==> src/rtl/gtc_pkg.sv <==
// gtc_pkg: shared types and constants for the glyph tag cache
// used by gtc_ctrl, gtc_datapath and glyph_tag_cache_round_robin
package gtc_pkg;

  // default geometry
  localparam int unsigned FONT_SET_BITS_DEF = 3;
  localparam int unsigned CODE_SET_BITS_DEF = 6;
  localparam int unsigned WAYS_DEF          = 16;

  // tag field widths
  localparam int unsigned CODE_W = 21;
  localparam int unsigned FONT_W = 16;
  localparam int unsigned KIND_W = 16;
  localparam int unsigned REQ_W  = 2;

  // input word layout, lowest bit first
  localparam int unsigned IN_CODE_LSB = 0;
  localparam int unsigned IN_FONT_LSB = IN_CODE_LSB + CODE_W;
  localparam int unsigned IN_KIND_LSB = IN_FONT_LSB + FONT_W;
  localparam int unsigned IN_BITS     = IN_KIND_LSB + KIND_W;
  localparam int unsigned IN_TDATA_W  = ((IN_BITS + 7) / 8) * 8;

  // request codes
  localparam logic [REQ_W-1:0] REQ_LOOKUP  = 2'd0;
  localparam logic [REQ_W-1:0] REQ_ALLOC   = 2'd1;
  localparam logic [REQ_W-1:0] REQ_INIT    = 2'd2;
  localparam logic [REQ_W-1:0] REQ_DISABLE = 2'd3;

  // one stored tag
  typedef struct packed {
    logic [KIND_W-1:0] kind;
    logic [FONT_W-1:0] font;
    logic [CODE_W-1:0] code;
  } tag_t;

  // controller to datapath
  typedef struct packed {
    logic load_req;     // latch request and read its set
    logic issue;        // produce the result word, do the allocate write
    logic enabled;      // cache enabled while issuing
    logic sweep_start;  // restart the clearing sweep
    logic sweep_wr;     // clear one set and step the sweep
  } gtc_cmd_t;

  // datapath to controller
  typedef struct packed {
    logic [REQ_W-1:0] req_type;
    logic             out_free;
    logic             sweep_last;
  } gtc_stat_t;

endpackage

==> src/rtl/gtc_ctrl.sv <==
// gtc_ctrl: request sequencer and enabled flag of the glyph tag cache
// depends on gtc_pkg
module gtc_ctrl
  import gtc_pkg::*;
(
  input  logic      clk_i,
  input  logic      rst_ni,
  input  logic      in_valid_i,
  output logic      in_ready_o,
  input  gtc_stat_t stat_i,
  output gtc_cmd_t  cmd_o
);

  localparam logic [1:0] ST_SWEEP = 2'd0;
  localparam logic [1:0] ST_IDLE  = 2'd1;
  localparam logic [1:0] ST_EXEC  = 2'd2;

  logic [1:0] state_q, state_d;
  logic       enabled_q, enabled_d;
  logic       resp_q, resp_d;

  // state registers, reset starts with a clearing sweep
  always_ff @(posedge clk_i or negedge rst_ni) begin
    if (!rst_ni) begin
      state_q   <= ST_SWEEP;
      enabled_q <= 1'b0;
      resp_q    <= 1'b0;
    end else begin
      state_q   <= state_d;
      enabled_q <= enabled_d;
      resp_q    <= resp_d;
    end
  end

  // next state and commands
  always_comb begin
    state_d           = state_q;
    enabled_d         = enabled_q;
    resp_d            = resp_q;
    cmd_o             = '0;
    cmd_o.enabled     = enabled_q;
    in_ready_o        = 1'b0;
    unique case (state_q)
      ST_SWEEP: begin
        cmd_o.sweep_wr = 1'b1;
        if (stat_i.sweep_last) begin
          state_d = resp_q ? ST_EXEC : ST_IDLE;
          resp_d  = 1'b0;
        end
      end
      ST_IDLE: begin
        in_ready_o     = 1'b1;
        cmd_o.load_req = in_valid_i;
        if (in_valid_i) begin
          state_d = ST_EXEC;
        end
      end
      ST_EXEC: begin
        if (stat_i.req_type == REQ_INIT && !enabled_q) begin
          // clear everything first, the init word follows the sweep
          enabled_d         = 1'b1;
          resp_d            = 1'b1;
          cmd_o.sweep_start = 1'b1;
          state_d           = ST_SWEEP;
        end else if (stat_i.out_free) begin
          cmd_o.issue = 1'b1;
          state_d     = ST_IDLE;
          if (stat_i.req_type == REQ_DISABLE) begin
            enabled_d = 1'b0;
          end
        end
      end
      default: begin
        state_d = ST_IDLE;
      end
    endcase
  end

endmodule

==> config.mk <==
export PLATFORM = sky130hd
export DESIGN_NAME = gtc_ctrl
export DESIGN_NICKNAME = d
export VERILOG_FILES = /design/src/rtl/gtc_pkg.sv /design/src/rtl/gtc_ctrl.sv
export SDC_FILE = /design/constraint.sdc
export NUM_CORES = 1
export LEC_CHECK = 0
export ABC_AREA = 1
export BUFFER_PORTS_ARGS = -buffer_cell sky130_fd_sc_hd__buf_2
export CORE_AREA = 2 2 39 41
export CTS_CLUSTER_DIAMETER = 80
export DETAILED_ROUTE_END_ITERATION = 6
export DIE_AREA = 0 0 41 43
export MAX_ROUTING_LAYER = met4
export PLACE_DENSITY_LB_ADDON = 0.3
export SLEW_MARGIN = 20
export SYNTH_ARGS = -nofsm -noshare
export SYNTH_HDL_FRONTEND = slang
export SYNTH_SLANG_ARGS = --single-unit
==> constraint.sdc <==
create_clock -name clk_i -period 0.8 [get_ports clk_i]
set_input_delay 0.08 -clock clk_i [delete_from_list [all_inputs] [get_ports clk_i]]
set_output_delay 0.08 -clock clk_i [all_outputs]
set_load 0.01 [all_outputs]
==> results of run 1 <==
## kinds of logic (layout without fill, tap and decap cells)
family / count (synthesis) / count (layout) / share of synthesized area
DFF: 4 / 4 / 0.3721
buffers and inverters: 10 / 34 / 0.1535
and+or+nand+nor: 21 / 21 / 0.3767
AOI/OAI and AO/OA: 4 / 4 / 0.09769
## flip-flops by register name, summed over array words and instances, names as in the netlist
register,count
enabled_q,1
resp_q,1
state_q,2
## routing by layer
metal  vias to the layer above  part of all wire  track usage  routed length (um)
li1                        161                 -            -                   -
met1                       119              0.45       0.1036                 280
met2                        12              0.43      0.09063                 265
met3                         2             0.096      0.03141                  59
met4                         0             0.019      0.06000                  12
met5                         -                 0            -                   0
## cell type report
type,instances,area [um^2],area share
multi-input combinational,25,158.9,0.3199
clock buffer,3,22.52,0.04534
timing repair buffer,22,160.2,0.3224
tap,16,20.02,0.04030
inverter,9,33.78,0.06801
sequential,4,101.3,0.2040
## where the power goes
group | total [mW] | leakage (nW) | internal [mW] | switching, mW
sequential | 0.410 | 0.0480 | 0.308 | 0.102
clock | 0.247 | 0.0138 | 0.168 | 0.0790
combinational | 1.07 | 0.215 | 0.570 | 0.499
total | 1.73 | 0.277 | 1.05 | 0.679
## what timing repair did
action,in CTS,in global routing
setup buffers,8,1
hold buffers,1,0
pin swaps,1,4
endpoints found under the setup margin,10,10
resized for setup,9,1
hold endpoints to repair,4,0
## critical path, stage by stage, from the launching register on
cell     delay, ns
dfrtp_1       0.37
inv_2         0.09
nand2_4       0.07
inv_2         0.05
nand2_2       0.05
nor2_2        0.06
buf_2         0.12
## cells in the mapped netlist, drive strengths merged
library cell,number,share of area
inv,9,0.13
buf,1,0.028
nand3,1,0.037
o21a,1,0.028
o21ai,2,0.037
nor2,6,0.12
nand2,13,0.20
nor3,1,0.019
dfrtp,4,0.37
a21oi,1,0.033
## placed cells by master, fill, tap and decap left out, drive strengths merged
| master | instances |
|---|---|
| dfrtp | 4 |
| nand3 | 1 |
| o21ai | 2 |
| clkbuf | 3 |
| nand2 | 13 |
| dlygate4sd3 | 1 |
| nor3 | 1 |
| inv | 9 |
| nor2 | 6 |
| o21a | 1 |
| buf | 21 |
| a21oi | 1 |
## stage by stage
step	power, mW	setup slack (ns)	TNS [ns]	hold WS [ns]	cell area (um^2)
finish	1.726	-0.3244	-2.477	0.1210	496.7
global route	1.884	-0.3993	-3.109	0.1467	496.7
CTS	1.744	-0.3398	-2.554	0.1137	496.7
detailed placement	1.137	-0.1857	-0.8975	-0.1090	366.6
global placement	1.139	-0.1821	-0.9376	-0.1078	366.6
floorplan	0.9398	-0.1391	-0.5149	-0.2156	286.5
## path summary, 6_finish.rpt
check | from | endpoint | cells after the start
max | state_q[0] | cmd_o[3] | 6
min | stat_i[0] | resp_q | 4
max reg2reg | enabled_q | state_q[0] | 7
min reg2reg | resp_q | resp_q | 2
max in group asynchronous | rst_ni | state_q[1] | 2
min in group asynchronous | rst_ni | enabled_q | 2
==> results_dict.tcl, run 1 <==
set metrics [dict create \
    placed_cells 67 \
    crit_required_ns 0.72 \
    place_congestion 0.6731 \
    period_needed_ns 1.124 \
    drt_iter0_markers 6 \
    wl_per_cell_um 7.810 \
    die_height_um 43 \
    vias_per_cell 3.722 \
    synth_warnings 0 \
    relSlewSlack 0.9104 \
    synthCells 39 \
    cp.arrival_ns 1.04 \
    fin_crit_sh 1.406 \
    power_density_nw_per_um2 3474 \
    fin_cells 79 \
    crit_fanout 3 \
    clockRootBuffer "clkbuf_4" \
    critPathKind "reg2out" \
    fin_util 0.3590 \
    status "finished with violations" \
    io_buffers 12 \
    dr.pass1.iters 2 \
    syn-num-nets 46 \
    worstSkewPairLatency_ns 0.23 \
    fin_ws_ns -0.3244 \
    core_region_area_um2 1384 \
    violations "negative setup slack" \
    grt_antenna_before_repair 0 \
    grt_use_total 0.07835 \
    synth_area_um2 269.0 \
    start_util 0.1944 \
    dp_hpwl_um 480.2 \
    ios 13 \
    yosysUniqueCellTypes 14 \
    drc 0 \
    diodes 0 \
    final_antenna_net_count 0 \
    hold_class "in2reg" \
    synth.avg_cell_area_um2 6.898 \
    die_area_um2 1763 \
    cts_tree "built" \
    numCtsBuffers 3 \
    drv_slew 0 \
    fin_worst_skew_ns 0.00004780 \
    grt_max_degree 5 \
    fmax_mhz 889.4 \
    rows 14 \
    cp-start-kind "flop" \
    clk_pin_slew_worst_paths_ns 0.04 \
    vias 294 \
    wl_um 617 \
    synth_seq_area_share 0.3721 \
    grt_first_pass_wirelength_um 890 \
    hold_viol 0 \
    cts_sinks 4 \
    nFillCells 159 \
    rrSetupSlack_ns -0.24 \
    worst_setup_path_end_kind "primary output" \
    finalSetupViolCount 10 \
    die_x_um 41 \
    nNetsFinal 72 \
    p_leak_nw 0.2766 \
    ys_ff_latch 4 \
    worst_pin_slew_ns 0.1344 \
    syn2layout_area_growth_pct 84.65 \
    cts_buffer_depth 2 \
    rsz0062_at_grt "yes" \
    cap_violations 0 \
    drive_gt1_frac 0.6667 \
    grt_pass1_vias 234 \
    vdd.ir_drop.worst_uv 888.6 \
    h-tree-depth 1 \
    grt_overflow 0 \
]
No activity file was read; power rests on OpenSTA's default activity.
==> run 2, diff against run 1 <==
- PLACE_DENSITY_LB_ADDON: 0.3 -> 0.08
==> run 2 against run 1 <==
Net effect:
- register-to-register slack better by 0.04 ns
- hold slack better by 0.020 ns
- the flow still finishes with violations (negative setup slack)
- non-clock buffer count fell by 3
- clock skew rose by 0.0020 ns
- largest power group unchanged
- clock-buffer cell count unchanged
- sequential cell count is the same
- first-iteration DRC count down 67%
- final cell count decreased by 3.8%
- critical endpoint unchanged
- highest routed layer is now met3
- power decreased by 5.4%
- design area down 4.0%
- setup slack got worse by 0.0095 ns
==> results_dict.tcl, run 2 (synthesized netlist as in run 1, its figures left out) <==
set metrics [dict create \
    wl_met3_um 40 \
    p_clk_frac 0.150 \
    dr.pass1.iters 2 \
    hold_viol 0 \
    drt_iter0_markers 2 \
    hp-start "stat_i[2]" \
    holdWs_ns 0.1410 \
    drc 0 \
    clockRootBuffer "clkbuf_4" \
    critPathKind "reg2out" \
    die_x_um 41 \
    final_cell_mix "10 x nand2_1, 10 x buf_2, 6 x inv_2, 5 x buf_4, 4 x nor2_2" \
    largestRegisters "state_q x2, enabled_q x1, resp_q x1" \
    cp-start-kind "flop" \
    regToRegStartpoint "enabled_q" \
    grt_overflow 0 \
    grt_use_total 0.1125 \
    top_layer "met3" \
    cts_sinks 4 \
    grt_first_pass_wirelength_mm 1.173 \
    power_density_nw_per_um2 3426 \
    cts_buffer_depth 2 \
    met1Wirelength_um 254 \
    finalSetupViolCount 10 \
    final_antenna_net_count 0 \
    die_area_um2 1763 \
    power.internal_mw 0.9491 \
    violations "negative setup slack" \
    rows 14 \
    crit_fanout 3 \
    cp_num_buf_inv 3 \
    grt_max_degree 5 \
    io_buffers 12 \
    pre_cts_slack_ns -0.2054 \
    clk_pin_slew_worst_paths_ns 0.04 \
    met2_length_um 322 \
    slowest_stage "dfrtp_1" \
    grt_antenna_before_repair 0 \
    start_util 0.1944 \
    vias 292 \
    worst_pin_slew_ns 0.1423 \
    fin_ws_ns -0.3339 \
    regMostFlops "state_q" \
    nNetsFinal 69 \
    crit_required_ns 0.72 \
    nFillCells 159 \
    rrSetupSlack_ns -0.20 \
    hold_class "in2reg" \
    relSlewSlack 0.9052 \
    status "finished with violations" \
    period_needed_ns 1.134 \
    h-tree-depth 1 \
    p_leak_nw 0.2635 \
    place_congestion 0.6344 \
    fmax_mhz 881.9 \
    holdPathStages 4 \
    rsz0062_at_grt "yes" \
    die_height_um 43 \
    fin_crit_sh 1.417 \
    grt_pass1_vias 302 \
    numCtsBuffers 3 \
    worstSkewPairLatency_ns 0.23 \
    drv_slew 0 \
    wl_per_cell_um 8.118 \
    cap_violations 0 \
    comb_power_share 0.599 \
    dp_hpwl_um 477 \
    holdPathEnd "enabled_q" \
    timing.rr.end "state_q[0]" \
    core_region_area_um2 1384 \
    cp.arrival_ns 1.05 \
    path_delay_family "flip-flops" \
    vdd.ir_drop.worst_uv 878.1 \
    drive_gt1_frac 0.6667 \
    syn2layout_area_growth_pct 77.21 \
    wl_um 617 \
    vias_per_cell 3.842 \
    fin_worst_skew_ns 0.002053 \
    register_area_um2 101.3 \
    r2r_cells 7 \
    fin_util 0.3445 \
    diodes 0 \
    ios 13 \
    sequentialPowerShare 0.252 \
    switching_share 0.4189 \
    path_cells "inv_2 > nand2_4 > inv_2 > nand2_2 > nor2_2 > buf_2" \
    placed_area_um2 366.6 \
    cts_tree "built" \
    largest_reg_flops 2 \
    crit_path_frequent_cell "inv_2" \
    switching_power_mw 0.6841 \
    cp_slowest_stage_delay_ns 0.38 \
    multi_input_area_um2 167.7 \
    worst_setup_path_end_kind "primary output" \
    fin_area_um2 476.7 \
]
run 2: layout make-up:
class,instances,area share
clock buffers,3,0.04724
inverters,9,0.07087
multi-input cells,25,0.3517
flip-flops and latches,4,0.2126
well taps,16,0.04199
repair buffers,19,0.2756
run 2: repair_timing:
| action | in CTS | in global routing |
|---|---|---|
| cloned | 0 | 0 |
| pin swaps | 5 | 0 |
| setup buffers | 4 | 1 |
| hold buffers | 1 | 0 |
| hold endpoints to repair | 4 | 0 |
| setup endpoints to repair | 10 | 10 |
| gates resized for setup | 10 | 1 |
run 2: layer usage:
| layer | vias up | track usage |
|---|---|---|
| met5 | - | - |
| met2 | 8 | 0.1500 |
| li1 | 159 | - |
| met4 | 0 | 0.1200 |
| met3 | 0 | 0.04712 |
| met1 | 125 | 0.1104 |
run 2: tightest hold or removal path, stage by stage:
cell and delay (ns):
buf_2 0.10, nand2_1 0.05, o21ai_1 0.06, nand2_1 0.05
run 2: power by group through the flow:
| stage | Clock (mW) | Sequential, mW | Combinational (mW) |
|---|---|---|---|
| 2_1_floorplan | 0 | 0.385 | 0.555 |
| 3_3_place_gp | 0 | 0.405 | 0.733 |
| 3_5_place_dp | 0 | 0.403 | 0.722 |
| 4_1_cts | 0.258 | 0.409 | 0.932 |
| 5_1_grt | 0.288 | 0.433 | 1.09 |
| 6_report | 0.245 | 0.411 | 0.978 |
run 2: per-stage QoR:
| step | TNS [ns] | instances | power, mW |
|---|---|---|---|
| after floorplan | -0.5149 | 39 | 0.9398 |
| after global placement | -1.063 | 67 | 1.138 |
| after detailed placement | -1.009 | 67 | 1.125 |
| after CTS | -2.256 | 75 | 1.599 |
| after global routing | -2.958 | 76 | 1.814 |
| final | -2.194 | 76 | 1.633 |
run 2: worst max path at each step:
| stage | start | endpoint | slack [ns] | depth (start not counted) |
|---|---|---|---|---|
| after floorplan | enabled_q | state_q[0] | -0.14 | 6 |
| after global placement | state_q[1] | state_q[0] | -0.23 | 6 |
| final | state_q[0] | cmd_o[3] | -0.33 | 6 |
| after global routing | state_q[0] | cmd_o[3] | -0.42 | 6 |
| after CTS | state_q[0] | cmd_o[3] | -0.35 | 6 |
| after detailed placement | state_q[1] | state_q[0] | -0.21 | 6 |
==> run 3, diff against run 2 <==
- BUFFER_PORTS_ARGS: -buffer_cell sky130_fd_sc_hd__buf_2 -> -buffer_cell sky130_fd_sc_hd__buf_4
==> run 3 against run 2 <==
Net effect:
- the flow still finishes with violations (negative setup slack)
- utilization is 1.7 points higher
- final cell count is 1.3% higher
- design area is 5.0% higher
- global-route usage is 0.29 points higher
- setup slack worse by 0.0081 ns
- routed wire length is 10% higher
- sequential power hardly changed
- critical endpoint unchanged
==> results_dict.tcl, run 3 (synthesized netlist as in run 1, its figures left out) <==
set metrics [dict create \
    cp.arrival_ns 1.06 \
    drv_slew 0 \
    relSlewSlack 0.8878 \
    worstSkewPairLatency_ns 0.24 \
    pre_cts_slack_ns -0.2079 \
    grt_pass1_vias 341 \
    crit_path_frequent_cell "inv_2" \
    fmax_mhz 875.7 \
    cts_sinks 4 \
    largestRegisters "state_q x2, enabled_q x1, resp_q x1" \
    die_height_um 43 \
    grt_overflow 0 \
    drt_iter0_markers 3 \
    wl_met3_um 33 \
    diodes 0 \
    fin_ws_ns -0.3420 \
    slowest_stage "dfrtp_1" \
    syn2layout_area_growth_pct 86.05 \
    wl_um 679 \
    placed_cells 67 \
    path_cells "inv_2 > nand2_4 > inv_2 > nand2_2 > nor2_2 > buf_4" \
    io_buffers 12 \
    p_leak_nw 0.2736 \
    met2_length_um 369 \
    vias 306 \
    final_cell_mix "16 x buf_4, 10 x nand2_1, 6 x inv_2, 4 x nor2_2" \
    met1Wirelength_um 252 \
    hold_class "in2reg" \
    violations "negative setup slack" \
    grt_max_degree 5 \
    fin_setup_tns_ns -2.377 \
    fin_crit_sh 1.427 \
    regToRegStartpoint "state_q[0]" \
    placed_area_um2 396.6 \
    worst_setup_path_end_kind "primary output" \
    die_area_um2 1763 \
    dr.pass1.iters 2 \
    rows 14 \
    top_layer "met4" \
    cts_buffer_depth 2 \
    final_common_cell "buf_4" \
    hp-start "stat_i[0]" \
    h-tree-depth 1 \
    drc 0 \
    crit_fanout 3 \
    core_region_area_um2 1384 \
    start_util 0.1944 \
    fin_util 0.3617 \
    crit_required_ns 0.72 \
    regMostFlops "state_q" \
    numCtsBuffers 3 \
    startpoint "state_q[0]" \
    rsz0062_at_grt "yes" \
    status "finished with violations" \
    nNetsFinal 70 \
    power_density_nw_per_um2 3436 \
    cp_slowest_stage_delay_ns 0.37 \
    clk_pin_slew_worst_paths_ns 0.04 \
    vias_per_cell 3.974 \
    drive_gt1_frac 0.6721 \
    largest_reg_flops 2 \
    critPathKind "reg2out" \
    clockRootBuffer "clkbuf_4" \
    cp-start-kind "flop" \
    cap_violations 0 \
    wl_per_cell_um 8.818 \
    period_needed_ns 1.142 \
    fin_area_um2 500.5 \
    dp_hpwl_um 492.8 \
    fin_cells 77 \
    grt_first_pass_wirelength_mm 1.207 \
    worst_pin_slew_ns 0.1681 \
    die_x_um 41 \
    finalSetupViolCount 10 \
    ios 13 \
    cts_tree "built" \
    hold_viol 0 \
    vdd.ir_drop.worst_uv 882.6 \
    grt_antenna_before_repair 0 \
    fin_worst_skew_ns 0.003384 \
    place_congestion 0.6619 \
    grt_use_total 0.1153 \
    final_antenna_net_count 0 \
]
run 3: cell count changes in the layout (fill, tap and decap cells not counted):
cell and change:
nor2_1 +1, nand2_4 -1, nand2_2 +1, o21ai_1 -1, buf_4 +11, buf_2 -10, o21ai_2 +1, nor2_4 -1
run 3: worst paths after layout:
check                             end  slack, ns  cells after the start
setup / recovery             cmd_o[3]      -0.34                      6
hold / removal             state_q[1]       0.11                      3
setup reg to reg           state_q[0]      -0.25                      7
hold reg to reg                resp_q       0.48                      2
max in group asynchronous  state_q[1]       0.51                      2
min in group asynchronous  state_q[1]       0.18                      2
run 3: where the power goes:
part	internal, mW	switching [mW]	leakage, nW
clock	0.168	0.0817	0.0138
sequential	0.308	0.102	0.0480
combinational	0.554	0.507	0.212
total	1.03	0.690	0.274
run 3: area by class of cell:
cell class / count / area, um^2
Sequential cell: 4 / 101.3
Timing Repair Buffer: 20 / 163.9
Clock buffer: 3 / 22.52
Tap cell: 16 / 20.02
Multi-Input combinational cell: 25 / 158.9
Fill cell: 151 / 883.3
Inverter: 9 / 33.78
run 3: critical path, delay by kind of cell (launching register included):
family / cells / cell delay [ns]
and+or+nand+nor: 3 / 0.19
DFF: 1 / 0.37
buffers and inverters: 3 / 0.26
run 3: per-layer routing:
| metal | vias up | GRT usage |
|---|---|---|
| li1 | 157 | - |
| met4 | 0 | 0.1200 |
| met1 | 135 | 0.1000 |
| met3 | 3 | 0.04712 |
| met5 | - | - |
| met2 | 11 | 0.1688 |
run 3: metrics by stage:
step	total power, mW	hold WS, ns
after floorplan	0.9398	-0.2156
after global placement	1.210	-0.1222
after detailed placement	1.219	-0.1209
after CTS	1.706	0.1061
after global routing	1.888	0.1373
final	1.720	0.1101
run 3: repair_timing:
item                       4_1_cts  5_1_grt
setup buffers                    6        1
pin swaps                        3        4
hold buffers                     1        0
resized for setup                8        1
hold endpoints to repair         4        0
setup endpoints to repair       10       10
cloned                           0        0
